[config.mk]
export PLATFORM = sky130hd
export DESIGN_NAME = ir_ranger_adc_to_distance_averager_core
export DESIGN_NICKNAME = d
export VERILOG_FILES = /design/src/sv/irr_pkg.sv /design/src/sv/ir_ranger_adc_to_distance_averager_core.sv
export SDC_FILE = /design/constraint.sdc
export NUM_CORES = 1
export LEC_CHECK = 0
export BUFFER_PORTS_ARGS = -buffer_cell sky130_fd_sc_hd__buf_2
export CORE_ASPECT_RATIO = 0.75
export CORE_MARGIN = 5
export CORE_UTILIZATION = 55
export CTS_CLUSTER_DIAMETER = 30
export DETAILED_ROUTE_END_ITERATION = 8
export PLACE_DENSITY_LB_ADDON = 0.05
export SKIP_CTS_REPAIR_TIMING = 1
export SLEW_MARGIN = 20
export SYNTH_ARGS = -nofsm -noshare
export SYNTH_HDL_FRONTEND = slang
export SYNTH_SLANG_ARGS = --single-unit
[constraint.sdc]
create_clock -name i_clk -period 17.3 [get_ports i_clk]
set_clock_uncertainty 0.2 [all_clocks]
set_input_delay 3.46 -clock i_clk [delete_from_list [all_inputs] [get_ports i_clk]]
set_output_delay 3.46 -clock i_clk [all_outputs]
set_load 0.02 [all_outputs]
[src/sv/irr_pkg.sv]
package irr_pkg;

    // Field widths of the stream payloads.
    localparam int ADC_W       = 12;
    localparam int DIST_W      = 7;
    localparam int MAX_POINTS  = 2048;
    localparam int INDEX_W     = $clog2(MAX_POINTS);
    localparam int IN_TDATA_W  = 16;
    localparam int OUT_TDATA_W = 24;

    // Range curve taken from the sensor datasheet, breakpoints in descending reading order.
    localparam int N_KNEES = 10;
    localparam int N_SEGS  = N_KNEES - 1;
    localparam int SEG_W   = $clog2(N_KNEES);

    localparam int KNEE_X [N_KNEES] = '{2860, 2020, 1610, 1340, 1140, 910, 757, 640, 540, 508};
    localparam int KNEE_Y [N_KNEES] = '{10, 15, 20, 25, 30, 40, 50, 60, 70, 80};

    // Segment slope as a rounded-up fixed-point reciprocal: dy * 2^FRAC_BITS / dx.
    // With spans below 2^10 and FRAC_BITS = 20 the truncated product equals the exact quotient.
    localparam int FRAC_BITS = 20;
    localparam int RECIP_W   = 19;
    localparam int SPAN_W    = 10;
    localparam int Q_W       = 4;
    localparam int PROD_W    = SPAN_W + RECIP_W;

    localparam int RECIP [N_SEGS] = '{
        (((KNEE_Y[1] - KNEE_Y[0]) << FRAC_BITS) + (KNEE_X[0] - KNEE_X[1]) - 1)
            / (KNEE_X[0] - KNEE_X[1]),
        (((KNEE_Y[2] - KNEE_Y[1]) << FRAC_BITS) + (KNEE_X[1] - KNEE_X[2]) - 1)
            / (KNEE_X[1] - KNEE_X[2]),
        (((KNEE_Y[3] - KNEE_Y[2]) << FRAC_BITS) + (KNEE_X[2] - KNEE_X[3]) - 1)
            / (KNEE_X[2] - KNEE_X[3]),
        (((KNEE_Y[4] - KNEE_Y[3]) << FRAC_BITS) + (KNEE_X[3] - KNEE_X[4]) - 1)
            / (KNEE_X[3] - KNEE_X[4]),
        (((KNEE_Y[5] - KNEE_Y[4]) << FRAC_BITS) + (KNEE_X[4] - KNEE_X[5]) - 1)
            / (KNEE_X[4] - KNEE_X[5]),
        (((KNEE_Y[6] - KNEE_Y[5]) << FRAC_BITS) + (KNEE_X[5] - KNEE_X[6]) - 1)
            / (KNEE_X[5] - KNEE_X[6]),
        (((KNEE_Y[7] - KNEE_Y[6]) << FRAC_BITS) + (KNEE_X[6] - KNEE_X[7]) - 1)
            / (KNEE_X[6] - KNEE_X[7]),
        (((KNEE_Y[8] - KNEE_Y[7]) << FRAC_BITS) + (KNEE_X[7] - KNEE_X[8]) - 1)
            / (KNEE_X[7] - KNEE_X[8]),
        (((KNEE_Y[9] - KNEE_Y[8]) << FRAC_BITS) + (KNEE_X[8] - KNEE_X[9]) - 1)
            / (KNEE_X[8] - KNEE_X[9])
    };

    // Block averaging over a power-of-two group.
    localparam int AVG_GROUP = 8;
    localparam int GROUP_W   = $clog2(AVG_GROUP);
    localparam int SUM_W     = DIST_W + GROUP_W;

    // Distance limits of the curve.
    localparam int DIST_MIN = 10;
    localparam int DIST_MAX = 80;

endpackage

[src/sv/ir_ranger_adc_to_distance_averager_core.sv]
// Infrared ranger: converts 12-bit sensor samples to distances in centimeters.
//
// Input stream (s_axis): tdata carries the ADC sample, tuser marks the first
// sample of a scan, which restarts the averaging group and the output index.
// Output stream (m_axis): tdata carries the distance and its index in the scan.
// Configuration: i_cfg_we writes i_cfg_wdata into the fine-mode bit; write it
// only while no transaction is in flight.
//
// In fine mode every input transaction yields one output transaction. In coarse
// mode eight samples are summed and their truncated average is emitted on the
// eighth; the other samples produce no output.
//
// Throughput is one transaction per cycle while the receiver takes results. An accepted
// sample is held in the input register and its result is then loaded into the output
// register, which drives o_m_axis_tvalid until the result leaves. The segment compare,
// one constant-reciprocal multiply and the accumulator add form the single path
// between the two registers.
// When the receiver stalls, the output register holds its result and the input
// register holds the next sample; s_axis tready drops only when both are full.
// Reset (synchronous, active low) empties both registers, clears the counters
// and the running sum, and selects coarse mode.
module ir_ranger_adc_to_distance_averager_core (
    input  logic                             i_clk,
    input  logic                             i_rst_n,
    input  logic                             i_cfg_we,
    input  logic                             i_cfg_wdata,
    input  logic                             i_s_axis_tvalid,
    output logic                             o_s_axis_tready,
    // [11:0] adc_reading, [15:12] zero
    input  logic [irr_pkg::IN_TDATA_W-1:0]   i_s_axis_tdata,
    // [0] start_of_scan
    input  logic                             i_s_axis_tuser,
    output logic                             o_m_axis_tvalid,
    input  logic                             i_m_axis_tready,
    // [6:0] distance_cm, [17:7] point_index, [23:18] zero
    output logic [irr_pkg::OUT_TDATA_W-1:0]  o_m_axis_tdata
);

    localparam int PAD_W = irr_pkg::OUT_TDATA_W - irr_pkg::DIST_W - irr_pkg::INDEX_W;

    logic                          r_fine_mode;

    // Input register.
    logic                          r_in_valid;
    logic [irr_pkg::ADC_W-1:0]     r_in_reading;
    logic                          r_in_start;

    // Running state of the scan.
    logic [irr_pkg::GROUP_W-1:0]   r_sample_count, n_sample_count;
    logic [irr_pkg::SUM_W-1:0]     r_distance_sum, n_distance_sum;
    logic [irr_pkg::INDEX_W-1:0]   r_output_count, n_output_count;

    // Output register.
    logic                          r_out_valid, n_out_valid;
    logic [irr_pkg::DIST_W-1:0]    r_out_dist, n_out_dist;
    logic [irr_pkg::INDEX_W-1:0]   r_out_index, n_out_index;

    logic                          out_free;
    logic                          advance;
    logic                          in_accept;

    // Conversion path.
    logic [irr_pkg::SEG_W-1:0]     seg;
    logic                          in_seg;
    logic [irr_pkg::ADC_W-1:0]     span_full;
    logic [irr_pkg::SPAN_W-1:0]    span;
    logic [irr_pkg::RECIP_W-1:0]   recip;
    logic [irr_pkg::PROD_W-1:0]    prod;
    logic [irr_pkg::Q_W-1:0]       quot;
    logic [irr_pkg::DIST_W-1:0]    dist_cm;

    // Averaging path.
    logic [irr_pkg::GROUP_W-1:0]   count_base;
    logic [irr_pkg::SUM_W-1:0]     sum_base;
    logic [irr_pkg::SUM_W-1:0]     sum_next;
    logic [irr_pkg::INDEX_W-1:0]   index_base;

    // The output register can take a new result when it is empty or being drained.
    // A sample that ends without a result also needs it free, which keeps order simple.
    assign out_free        = !r_out_valid || i_m_axis_tready;
    assign advance         = r_in_valid && out_free;
    assign o_s_axis_tready = !r_in_valid || out_free;
    assign in_accept       = i_s_axis_tvalid && o_s_axis_tready;

    always_ff @(posedge i_clk) begin
        if (!i_rst_n) begin
            r_fine_mode <= 1'b0;
        end else if (i_cfg_we) begin
            r_fine_mode <= i_cfg_wdata;
        end
    end

    always_ff @(posedge i_clk) begin
        if (!i_rst_n) begin
            r_in_valid <= 1'b0;
        end else if (in_accept) begin
            r_in_valid <= 1'b1;
        end else if (advance) begin
            r_in_valid <= 1'b0;
        end
    end

    always_ff @(posedge i_clk) begin
        if (in_accept) begin
            r_in_reading <= i_s_axis_tdata[irr_pkg::ADC_W-1:0];
            r_in_start   <= i_s_axis_tuser;
        end
    end

    // Find the curve segment holding the sample; the segments do not overlap,
    // so at most one compare pair matches.
    always_comb begin
        seg    = '0;
        in_seg = 1'b0;
        for (int s = 0; s < irr_pkg::N_SEGS; s++) begin
            if ((r_in_reading <= irr_pkg::ADC_W'(irr_pkg::KNEE_X[s])) &&
                (r_in_reading >  irr_pkg::ADC_W'(irr_pkg::KNEE_X[s + 1]))) begin
                seg    = irr_pkg::SEG_W'(s);
                in_seg = 1'b1;
            end
        end
    end

    // Interpolate: distance below the upper knee times the segment slope.
    always_comb begin
        span_full = irr_pkg::ADC_W'(irr_pkg::KNEE_X[seg]) - r_in_reading;
        span      = span_full[irr_pkg::SPAN_W-1:0];
        recip     = irr_pkg::RECIP_W'(irr_pkg::RECIP[seg]);
        prod      = irr_pkg::PROD_W'(span) * irr_pkg::PROD_W'(recip);
        quot      = prod[irr_pkg::FRAC_BITS +: irr_pkg::Q_W];

        if (r_in_reading > irr_pkg::ADC_W'(irr_pkg::KNEE_X[0])) begin
            dist_cm = irr_pkg::DIST_W'(irr_pkg::KNEE_Y[0]);
        end else if (in_seg) begin
            dist_cm = irr_pkg::DIST_W'(irr_pkg::KNEE_Y[seg]) + irr_pkg::DIST_W'(quot);
        end else begin
            dist_cm = irr_pkg::DIST_W'(irr_pkg::KNEE_Y[irr_pkg::N_KNEES - 1]);
        end
    end

    // Scan state and result. A start-of-scan sample sees cleared counters and sum.
    always_comb begin
        count_base = r_in_start ? '0 : r_sample_count;
        sum_base   = r_in_start ? '0 : r_distance_sum;
        index_base = r_in_start ? '0 : r_output_count;
        sum_next   = sum_base + irr_pkg::SUM_W'(dist_cm);

        n_sample_count = r_sample_count;
        n_distance_sum = r_distance_sum;
        n_output_count = r_output_count;
        n_out_valid    = r_out_valid && !i_m_axis_tready;
        n_out_dist     = r_out_dist;
        n_out_index    = r_out_index;

        if (advance) begin
            n_sample_count = count_base;
            n_distance_sum = sum_base;
            n_output_count = index_base;
            if (r_fine_mode) begin
                // In fine mode the averaging group is only cleared by a start-of-scan sample.
                n_out_valid    = 1'b1;
                n_out_dist     = dist_cm;
                n_out_index    = index_base;
                n_output_count = index_base + 1'b1;
            end else if (count_base == irr_pkg::GROUP_W'(irr_pkg::AVG_GROUP - 1)) begin
                n_out_valid    = 1'b1;
                n_out_dist     = sum_next[irr_pkg::SUM_W-1:irr_pkg::GROUP_W];
                n_out_index    = index_base;
                n_output_count = index_base + 1'b1;
                n_sample_count = '0;
                n_distance_sum = '0;
            end else begin
                n_sample_count = count_base + 1'b1;
                n_distance_sum = sum_next;
            end
        end
    end

    always_ff @(posedge i_clk) begin
        if (!i_rst_n) begin
            r_sample_count <= '0;
            r_distance_sum <= '0;
            r_output_count <= '0;
            r_out_valid    <= 1'b0;
        end else begin
            r_sample_count <= n_sample_count;
            r_distance_sum <= n_distance_sum;
            r_output_count <= n_output_count;
            r_out_valid    <= n_out_valid;
        end
    end

    always_ff @(posedge i_clk) begin
        r_out_dist  <= n_out_dist;
        r_out_index <= n_out_index;
    end

    assign o_m_axis_tvalid = r_out_valid;
    assign o_m_axis_tdata  = {{PAD_W{1'b0}}, r_out_index, r_out_dist};

endmodule

* Word-level counts from Yosys, hierarchy flattened *
Memories as Yosys holds them, arrays and structs flattened.
Cells that the tools add are included.

cells by class
  add/subtract/negate cells = 5
  multiply operators = 1
  order comparisons = 20
  equality and inequality tests = 1
  multiplexer cells = 43
  bitwise operators = 1
  reductions and logical operators = 20

operators with widths
  kind                     number
  $mux W11                 5
  $mux W10                 5
  $gt A12 B10 Y1 const B   4
  $gt A12 B11 Y1 const B   4
  $le A12 B10 Y1 const B   4
  $le A12 B11 Y1 const B   4
  $mux W7                  6
  $mux W19                 2
  $mux W4                  7
  $mul A10 B19 Y24         1
  $mux W1                  15
  $gt A12 B12 Y1 const B   1
  $gt A12 B9 Y1 const B    1
  $le A12 B12 Y1 const B   1
  $logic_and A1 B1 Y1      12
  $add A11 B1 Y11 const B  1
  $add A10 B7 Y10          1
  $sub A10 B10 Y10         1
  $mux W3                  3
  $add A7 B4 Y7            1
  $ge A5 B5 Y1 const B     1
  $not A4 Y5               1
  $reduce_bool A2 Y1       2
  $add A3 B1 Y3 const B    1
  other kinds (4)          7

word-level totals
  bits in registers = 58
  ROM bits = 1,536
  bits of input ports = 23
  output and inout port bits = 26
  word-level logic and storage cells = 104
  memories = 3

memories
  memory           words  width  read ports  clocked after Yosys merged registers in  write ports  line                                            RTL
  (no name shown)  16     32     1           0                                        0            ir_ranger_adc_to_distance_averager_core.sv:135  dist_cm = irr_pkg::DIST_W'(irr_pkg::KNEE_Y[seg]) + irr_pkg::DIST_W'(quot);
  (no name shown)  16     32     1           0                                        0            ir_ranger_adc_to_distance_averager_core.sv:128  recip = irr_pkg::RECIP_W'(irr_pkg::RECIP[seg]);
  (no name shown)  16     32     1           0                                        0            ir_ranger_adc_to_distance_averager_core.sv:126  span_full = irr_pkg::ADC_W'(irr_pkg::KNEE_X[seg]) - r_in_reading;

* Logic depth before layout (Yosys ltp) *
Gate-level depths: netlist (run 1).

  depth in word-level cells = 22
  depth in mapped cells = 54
  mapped depth without buffers = 53

* Worst setup path after synthesis (run 1) *
No wires, ideal clock.

  path kind = reg-to-reg
  start point = register r_in_reading[3] in the netlist's numbering
  end point = register r_out_dist[4] in the netlist's numbering (data pin)
  arrival time = 10.813 ns
  required time = 16.840 ns
  setup slack = 6.027 ns
  cell stages (with the launch flop) = 48
  path buffers = 1
  period minus slack after synthesis = 11.273 ns
  path through = edfxtp_1 buf_2 a211oi_1 a2111oi_0 o22ai_1 a21o_1 nand2_1 ha_1 inv_1 o21ai_1 inv_2 ha_1 o21ai_0 a21oi_1 o211ai_1 o21bai_1 a21oi_1 xnor3_1 [12 not listed] nand4_1 or2_2 nor4_1 nand4_1 o211ai_2 xor2_1 fa_1 inv_1 o21ai_0 ha_1 a21o_1 a21oi_1 o21bai_1 a21oi_1 o21bai_1 a21oi_1 xnor2_1 mux2_2

on the way
  longest elaborated chain between the ends = 22
  elaborated cells between the ends (all ways) = 63
  those cells by class = 3 x add/sub; 1 x mul; 19 x order compare; 27 x mux; 1 x bitwise; 9 x reduce/logical; 3 x memory

ends and longest elaborated chain
  item                                              line                                                                                                                                            RTL
  start, declared                                   ir_ranger_adc_to_distance_averager_core.sv:45                                                                                                   logic [irr_pkg::ADC_W-1:0] r_in_reading;
  start signal, assigned                            ir_ranger_adc_to_distance_averager_core.sv:105                                                                                                  r_in_reading <= i_s_axis_tdata[irr_pkg::ADC_W-1:0];
  $le A12 B11 Y1 or $gt A12 B11 Y1 (tied branches)  ir_ranger_adc_to_distance_averager_core.sv:116, ir_ranger_adc_to_distance_averager_core.sv:117
  $logic_and A1 B1 Y1                               ir_ranger_adc_to_distance_averager_core.sv:116                                                                                                  if ((r_in_reading <= irr_pkg::ADC_W'(irr_pkg::KNEE_X[s])) &&
  $mux W1                                           ir_ranger_adc_to_distance_averager_core.sv:116
  $mux W4 (7 in series)                             ir_ranger_adc_to_distance_averager_core.sv:116
  $not A4 Y5 (not written as such)                  ir_ranger_adc_to_distance_averager_core.sv:126, ir_ranger_adc_to_distance_averager_core.sv:128, ir_ranger_adc_to_distance_averager_core.sv:135
  $mem_v2 Z16 W32                                   -
  $mux W10 (not written as such) (2 in series)      ir_ranger_adc_to_distance_averager_core.sv:126
  $sub A10 B10 Y10                                  ir_ranger_adc_to_distance_averager_core.sv:126
  $mul A10 B19 Y24                                  ir_ranger_adc_to_distance_averager_core.sv:129                                                                                                  prod = irr_pkg::PROD_W'(span) * irr_pkg::PROD_W'(recip);
  $add A7 B4 Y7                                     ir_ranger_adc_to_distance_averager_core.sv:135
  $mux W7                                           ir_ranger_adc_to_distance_averager_core.sv:134                                                                                                  end else if (in_seg) begin
  $mux W7 (*)                                       ir_ranger_adc_to_distance_averager_core.sv:132                                                                                                  if (r_in_reading > irr_pkg::ADC_W'(irr_pkg::KNEE_X[0])) begin
  $add A10 B7 Y10                                   ir_ranger_adc_to_distance_averager_core.sv:146                                                                                                  sum_next = sum_base + irr_pkg::SUM_W'(dist_cm);
  $mux W7                                           ir_ranger_adc_to_distance_averager_core.sv:165                                                                                                  end else if (count_base == irr_pkg::GROUP_W'(irr_pkg::AVG_GROUP - 1)) begin
  $mux W7 (*)                                       ir_ranger_adc_to_distance_averager_core.sv:159                                                                                                  if (r_fine_mode) begin
  end signal, assigned                              ir_ranger_adc_to_distance_averager_core.sv:194                                                                                                  r_out_dist <= n_out_dist;
  end, declared                                     ir_ranger_adc_to_distance_averager_core.sv:55                                                                                                   logic [irr_pkg::DIST_W-1:0] r_out_dist, n_out_dist;

Mark *: on every way between the ends. The rest lies on a longest branch, timed or not. The select of a mux whose other input is x is not followed.
A chain may end at the register's enable or synchronous reset.

* Final worst setup path (run 1) *
  start point = register r_in_reading[9] in the netlist's numbering
  end point = register r_out_dist[6] in the netlist's numbering (data pin)

The elaborated chain is that of the path after synthesis.

==> results of run 1 <==
cells by family (layout without fill, tap and decap cells):
| logic type | count (synthesis) | count (layout) | share of synthesized area, % |
|---|---|---|---|
| other | 1 | 6 | 0.04224 |
| buffers and inverters | 212 | 244 | 9.401 |
| xor gates and xnor gates | 49 | 49 | 4.989 |
| and+or+nand+nor | 364 | 364 | 19.51 |
| DFF | 58 | 58 | 16.58 |
| muxes | 4 | 4 | 0.4792 |
| adders and majority gates | 198 | 198 | 38.22 |
| AOI/OAI and AO/OA | 141 | 141 | 10.78 |
worst paths after layout:
path,to,slack (ns),cells past startpoint
setup reg to reg,r_out_dist[6],3.85,47
setup / recovery,r_out_dist[6],3.85,47
hold / removal,r_distance_sum[9],0.29,2
hold reg to reg,r_distance_sum[9],0.29,2
cells in the mapped netlist (11+ instances only):
| cell type | number | share of area [%] |
|---|---|---|
| xor2_1 | 17 | 1.7 |
| a21oi_1 | 39 | 2.2 |
| inv_1 | 180 | 7.6 |
| a21o_1 | 19 | 1.6 |
| nor2_1 | 77 | 3.3 |
| clkbuf_1 | 19 | 0.80 |
| nand2_1 | 142 | 6.0 |
| nand2b_1 | 12 | 0.85 |
| nand3_1 | 13 | 0.73 |
| ha_1 | 76 | 11 |
| and2_1 | 25 | 1.8 |
| edfxtp_1 | 31 | 10 |
| o21ai_0 | 27 | 1.5 |
| fa_1 | 122 | 28 |
| nand4_1 | 12 | 0.85 |
| dfxtp_1 | 27 | 6.1 |
| xnor2_1 | 31 | 3.1 |
| nor2b_1 | 43 | 3.0 |
| nor3_1 | 11 | 0.62 |
through the flow:
stage | util [%] | instances | area (um2)
detailed placement | 58.29 | 1258 | 9276
CTS | 60.23 | 1274 | 9585
global route | 60.23 | 1274 | 9585
finish | 60.23 | 1274 | 9585
floorplan | - | 1032 | 8896
global placement | 58.29 | 1258 | 9276
state kept, by name, indices dropped and copies added (netlist names):
register and flops:
r_in_reading 12, r_out_index 11, r_output_count 11, r_distance_sum 10
r_out_dist 7, r_sample_count 3, o_m_axis_tvalid 1, r_fine_mode 1
r_in_start 1, r_in_valid 1
routing by layer:
| metal | up-vias | global-route usage, % | share of wire, % | wire [um] |
|---|---|---|---|---|
| li1 | 3329 | - | - | - |
| met4 | 0 | 3.902 | 1.0 | 216 |
| met1 | 3230 | 39.79 | 52 | 11050 |
| met5 | - | 0 | 0 | 0 |
| met2 | 227 | 31.91 | 39 | 8329 |
| met3 | 23 | 6.056 | 8.3 | 1780 |
cell type report:
| type | count | area share, % |
|---|---|---|
| well taps | 210 | 2.741 |
| clock inverters | 2 | 0.3655 |
| multi-input cells | 762 | 68.91 |
| clock buffers | 14 | 2.859 |
| flip-flops and latches | 58 | 15.35 |
| inverters | 181 | 7.088 |
| repair buffers | 47 | 2.689 |
critical path, delay by kind of cell (launching register included):
| kind | cells | cell delay [ns] |
|---|---|---|
| compound gates | 18 | 4.60 |
| fa+ha+maj | 10 | 4.47 |
| simple gates | 7 | 1.64 |
| xor+xnor | 3 | 0.77 |
| buf+inv | 9 | 0.76 |
| flops | 1 | 0.67 |
==> results.yml, run 1 <==
placed_design:
  place_congestion: 0.9167
  place_hpwl_um: 16990
  port_buffers: 38
  pre_cts_ws_ns: 3.954
floorplanning:
  rows: 40
  pin_count: 49
  die_height_um: 120.0
  core_um2: 15920
  die_width_um: 156.7
  start_util_pct: 55.78
  dieArea_um2: 18810
setup_path:
  crit_type: "reg2reg"
  slowest_stage: "a2111oi_0"
  timing.critical_path.from: "r_in_reading[9]"
  crit_arrival_ns: 13.30
  cpPeakStageDelay_ns: 0.86
  crit_path_max_fanout: 14
  r2r-start: "r_in_reading[9]"
  cp.required_ns: 17.15
  crit_top_cell: "inv_1"
  end_kind: "flop"
  startpoint_type: "flop"
synth:
  yosysSeqAreaShare_pct: 16.58
  synth_flop_cell: "edfxtp_1"
  async_reset_ff_share_pct: 0
  syn_area_um2: 8877
  synth-edff-count: 31
  ys_warn_count: 0
  synthCells: 1027
  ys_ff_latch: 58
  syn_avg_cell_area_um2: 8.644
  yosysUniqueCellTypes: 65
drt:
  post_drt_wl_per_cell_um: 16.78
  drt_iter0_markers: 436
  vias: 6809
  drcViolationCount: 0
  via_per_inst: 5.345
  first_pass_iters: 5
  ant_nets: 0
  wl_um: 21380
clocking:
  insertion_delay_ns: 0.33
  cts_tree: "done"
  cts-root-buf: "clkbuf_16"
  numCtsBuffers: 9
  cts.sinks: 58
  cts-htree-levels: 3
  cts.clk_slew.worst_paths_ns: 0.05
  clk_path_buf_depth: 2
timing:
  grt_setup_unrepaired: "no"
  worst_slew_margin_rel_pct: 30.99
  max_freq_ghz: 0.07435
  hold_viol: 0
  worst-slew-pin-transition_ns: 1.034
  whs_ns: 0.2950
  setup_viol: 0
  finalSetupTns_ns: 0
  setup_ws_ns: 3.850
  timing.final.max_slew_violations: 0
  min_period_ns: 13.45
  min_period_over_period_pct: 77.74
job:
  drv_cap: 0
hold_path:
  hold_class: "reg2reg"
  min_from: "r_distance_sum[9]"
layout:
  multi_input_area_um2: 6605
  diodes: 0
  layout_common_cells: "inv_1, nand2_1, fa_1"
  nFillCells: 1448
  final_nets: 1280
  mostFrequentLayoutCell: "inv_1"
  drive_above_1_share_pct: 7.801
  area_growth_syn_to_layout_pct: 7.977
  seq_area_um2: 1471
status:
  status: "finished, final reports clean"
grt:
  grtUsageTotal_pct: 24.17
  grt_antenna_before_repair: 0
  grt_pass1_wl_um: 35750
  overflow: 0
  first_global_vias: 6721
  grt_max_degree: 31
Power of run 1 is left out: the tool's default activity adds up to more than one toggle a clock period on the data nets, which glitch-free logic cannot reach.
==> run 2: changes to the inputs <==
--- a/config.mk
+++ b/config.mk
@@ -5,6 +5,7 @@
 export SDC_FILE = /design/constraint.sdc
 export NUM_CORES = 1
 export LEC_CHECK = 0
+export ABC_AREA = 1
 export BUFFER_PORTS_ARGS = -buffer_cell sky130_fd_sc_hd__buf_2
 export CORE_ASPECT_RATIO = 0.75
 export CORE_MARGIN = 5
==> constraint.sdc (replaced) <==
create_clock -name i_clk -period 11.1 [get_ports i_clk]
set_clock_uncertainty 0.2 [all_clocks]
set_input_delay 2.22 -clock i_clk [delete_from_list [all_inputs] [get_ports i_clk]]
set_output_delay 2.22 -clock i_clk [all_outputs]
set_load 0.02 [all_outputs]
==> results.yml, run 2 <==
synth:
  synth_top_area_cell: "fa_1"
  synth_top_family_by_area: "adder cells"
  synth_top_area_share_pct: 26.56
  synth_common_cells: "inv_1, nand2_1, nor2_1"
  synthTopCellsByArea: "fa_1, inv_1, ha_1"
  yosys.area_share.simple_pct: 23.49
  syn_area_um2: 9195
  ys_ff_latch: 58
  yosysSeqAreaShare_pct: 16.00
  synth_flop_cell: "edfxtp_1"
  syn_avg_cell_area_um2: 7.618
  async_reset_ff_share_pct: 0
  ys_warn_count: 0
  synth_mux_area_share_pct: 0
  synthAdderAreaFrac_pct: 36.90
  yosysUniqueCellTypes: 55
  synth_compound_area_share_pct: 8.654
  synthCells: 1207
  synth_most_common_cell: "inv_1"
  synth-edff-count: 31
  synth_xor_area_share_pct: 2.245
drt:
  vias: 8252
  drcViolationCount: 4
  via_per_inst: 5.161
  ant_nets: 0
  post_drt_wl_per_cell_um: 15.43
  drt_iter0_markers: 603
  first_pass_iters: 9
  wl_um: 24670
layout:
  layout_common_cells: "inv_1, nand2_1, buf_4"
  stdcell_area_um2: 11610
  postLayoutCoreUtil_pct: 69.88
  final_nets: 1600
  top_register: "r_in_reading"
  mostFrequentLayoutCell: "inv_1"
  drive_above_1_share_pct: 27.82
  largest_reg_flops: 12
  area_growth_syn_to_layout_pct: 26.32
  top_regs: "r_in_reading (12), r_out_index (11), r_output_count (11)"
  diodes: 0
setup_path:
  end_kind: "flop"
  crit_path_max_fanout: 6
  cp.required_ns: 10.95
  startpoint_type: "flop"
  crit_type: "reg2reg"
  crit_arrival_ns: 10.74
  critPathTopFamily: "adder cells"
  crit_top_cell: "inv_1"
  cp_num_buf_inv: 17
  cpPeakStageDelay_ns: 0.54
  slowest_stage: "fa_1"
placed_design:
  place_congestion: 0.9198
  place_area_um2: 10400
  place_hpwl_um: 19470
  port_buffers: 38
clocking:
  cts.sinks: 58
  cts-htree-levels: 3
  clk_path_buf_depth: 2
  cts.clk_slew.worst_paths_ns: 0.06
  insertion_delay_ns: 0.33
  cts_tree: "done"
  cts-root-buf: "clkbuf_16"
  numCtsBuffers: 9
floorplanning:
  core_um2: 16620
  die_width_um: 159.3
  pin_count: 49
  die_height_um: 122.0
  rows: 41
  dieArea_um2: 19430
  start_util_pct: 55.32
timing:
  hold_viol: 0
  worst-slew-pin-transition_ns: 0.9345
  worst_slew_margin_rel_pct: 37.55
  max_freq_ghz: 0.09184
  setup_viol: 0
  min_period_over_period_pct: 98.09
  min_period_ns: 10.89
  timing.final.max_slew_violations: 0
job:
  drv_cap: 0
grt:
  grtUsageTotal_pct: 24.65
  grt_pass1_wl_um: 38550
  overflow: 0
  grt_max_degree: 28
  grt_antenna_before_repair: 0
  first_global_vias: 7619
hold_path:
  hold_class: "reg2reg"
status:
  failed_checks: "design-rule violations"
  status: "finished with violations"
[run 2: cell count changes in the layout (fill, tap and decap cells not counted), sizes merged, moves of 18 or more]
| cell | before | now |
|---|---|---|
| a21oi | 41 | 59 |
| and2 | 25 | 1 |
| buf | 47 | 177 |
| inv | 181 | 280 |
| nand2 | 142 | 261 |
| nand3 | 13 | 46 |
| nor2 | 78 | 157 |
| nor2b | 43 | 0 |
| xnor2 | 31 | 8 |
[run 2: cells by family after synthesis]
logic type / Yosys count
buffers and inverters: 300
XOR/XNOR: 21
flip-flops: 58
AO/OA/AOI/OAI: 134
adder cells (fa/ha/maj): 198
other: 1
AND/OR/NAND/NOR: 495
[run 2: final timing paths]
| path | cells after the start | start | end | slack [ns] |
|---|---|---|---|---|
| worst max-delay path | 64 | r_in_reading[11] | r_out_dist[6] | 0.21 |
| worst min-delay path | 2 | r_distance_sum[6] | r_distance_sum[6] | 0.27 |
| worst min register to register | 2 | r_distance_sum[6] | r_distance_sum[6] | 0.27 |
| worst max register to register | 64 | r_in_reading[11] | r_out_dist[6] | 0.21 |
[run 2: cell type report]
type / instances / area [um2]
Tap cell: 215 / 269.0
Multi-Input combinational cell: 854 / 7211
Clock buffer: 10 / 250.2
Fill cell: 1414 / 5006
Inverter: 279 / 1060
Clock inverter: 6 / 70.07
Timing Repair Buffer: 177 / 1284
Sequential cell: 58 / 1471
[run 2: layer usage]
| layer | vias to the layer above | track usage, % | wire (um) |
|---|---|---|---|
| li1 | 4057 | - | - |
| met1 | 3939 | 39.59 | 11910 |
| met2 | 244 | 35.80 | 10760 |
| met3 | 12 | 4.396 | 1843 |
| met4 | 0 | 2.717 | 156 |
| met5 | - | 0 | 0 |
[run 2: stage by stage]
| stage | hold slack, ns | setup WS [ns] | TNS [ns] | std cells |
|---|---|---|---|---|
| after CTS | 0.2649 | -0.3154 | -1.205 | 1570 |
| after detailed placement | 0.2565 | -0.2150 | -0.5666 | 1554 |
| final | 0.2657 | 0.2115 | 0 | 1599 |
| after global routing | 0.2752 | -0.3006 | -1.447 | 1599 |
| after global placement | 0.2532 | -0.1202 | -0.1273 | 1554 |
| after floorplan | 0.2453 | 0.3671 | 0 | 1212 |
[run 2: worst min-delay path, cell delays in order, from the launching register on]
cell,delay (ns)
dfxtp_1,0.31
nand2_1,0.06
a21oi_1,0.06
Power of run 2 is left out for the same reason.
==> run 3: changes to the inputs <==
==> constraint.sdc (replaced) <==
create_clock -name i_clk -period 11.1 [get_ports i_clk]
set_clock_uncertainty 0.2 [all_clocks]
set_input_delay 0.555 -clock i_clk [delete_from_list [all_inputs] [get_ports i_clk]]
set_output_delay 0.555 -clock i_clk [all_outputs]
set_load 0.02 [all_outputs]
==> results.yml, run 3 (synthesis gave the netlist of run 2 again) <==
setup_path:
  cpPeakStageDelay_ns: 0.56
  r2r_end: "r_out_dist[4]"
  crit_top_cell: "nand2_2"
  end_kind: "flop"
  crit_path_max_fanout: 7
  crit_type: "reg2reg"
  slowest_stage: "fa_1"
  cp.required_ns: 10.96
  startpoint_type: "flop"
  crit_arrival_ns: 10.56
  r2r-start: "r_in_reading[9]"
  r2r_setup_slack_ns: 0.40
  worstRegToRegCells: 62
timing:
  max_freq_ghz: 0.09348
  setup_viol: 0
  worst_slew_margin_rel_pct: 39.07
  hold_viol: 0
  timing.final.max_slew_violations: 0
  min_period_over_period_pct: 96.37
  finalSetupTns_ns: 0
  min_period_ns: 10.70
  worst-slew-pin-transition_ns: 0.9117
floorplanning:
  start_util_pct: 55.32
  dieArea_um2: 19430
  die_width_um: 159.3
  pin_count: 49
  core_um2: 16620
  rows: 41
  die_height_um: 122.0
layout:
  top_register: "r_in_reading"
  mostFrequentLayoutCell: "inv_1"
  nFillCells: 1475
  largest_reg_flops: 12
  final_nets: 1575
  top_regs: "r_in_reading (12), r_out_index (11), r_output_count (11)"
  area_growth_syn_to_layout_pct: 22.00
  diodes: 0
  multi_input_area_um2: 7086
  drive_above_1_share_pct: 25.17
  layout_common_cells: "inv_1, nand2_1, nor2_1"
  seq_area_um2: 1471
placed_design:
  place_hpwl_um: 19520
  port_buffers: 38
  place_congestion: 0.9546
drt:
  wl_um: 24220
  drcViolationCount: 0
  via_per_inst: 5.212
  drt_iter0_markers: 718
  post_drt_wl_per_cell_um: 15.39
  ant_nets: 0
  first_pass_iters: 5
  vias: 8204
grt:
  first_global_vias: 7550
  grt_antenna_before_repair: 0
  grtUsageTotal_pct: 24.30
  grt_max_degree: 28
  grt_pass1_wl_um: 37960
  overflow: 0
hold_path:
  min_path_cells: 1
  hold_class: "in2reg"
  min_from: "i_s_axis_tdata[9]"
  holdPathEnd: "r_in_reading[9]"
clocking:
  numCtsBuffers: 9
  cts.sinks: 58
  insertion_delay_ns: 0.33
  cts.clk_slew.worst_paths_ns: 0.05
  cts-root-buf: "clkbuf_16"
  clk_path_buf_depth: 2
  cts_tree: "done"
  cts-htree-levels: 3
job:
  drv_cap: 0
status:
  status: "finished, final reports clean"
==> run 3: cell types whose count changed in the layout (fill, tap and decap cells not counted), sizes merged <==
cell and delta:
inv -1, nor2 +1, bufinv -1, buf -26, clkinv +2
==> run 3: final cells by class <==
class / count / area share, %
clock buffers: 10 / 2.130
well taps: 215 / 2.398
flip-flops and latches: 58 / 13.12
repair buffers: 151 / 9.469
clock inverters: 6 / 0.3457
multi-input cells: 855 / 63.16
inverters: 279 / 9.380
==> run 3: worst max-delay path, delay by kind of cell, from the launching register on <==
family          cells  cell delay [ns]
xor+xnor            1             0.16
fa+ha+maj          10             3.83
flops               1             0.47
buf+inv            13             1.13
compound gates     18             2.54
simple gates       20             2.09
==> run 3: worst max path at each step <==
stage	start	to	depth (start not counted)
CTS	r_in_reading[9]	r_out_dist[6]	68
detailed placement	r_in_reading[9]	r_out_dist[6]	68
global placement	r_in_reading[5]	r_out_dist[6]	63
floorplan	r_in_reading[11]	r_out_dist[6]	66
finish	r_in_reading[9]	r_out_dist[4]	62
global route	r_in_reading[8]	r_out_dist[4]	70
==> run 3: per-layer routing <==
metal	track usage (%)	vias up	routed length (um)
met2	35.43	242	10360
met3	5.208	19	1885
met1	38.53	3941	11810
met4	2.184	0	161
li1	-	4002	-
met5	0	-	0
==> run 3: metrics by stage <==
step                      instance area [um2]  utilization [%]  setup WS [ns]  hold WS, ns  cells
after floorplan                          9214                -         0.3671       0.2453   1212
after global placement                  10260            61.75        0.01138       0.2527   1536
after detailed placement                10260            61.75        -0.1182       0.2628   1536
after CTS                               10540            63.42        -0.1884       0.1950   1552
after global routing                    11220            67.49        -0.2086       0.1874   1574
final                                   11220            67.49         0.4028       0.2001   1574
Power of run 3 is left out for the same reason.
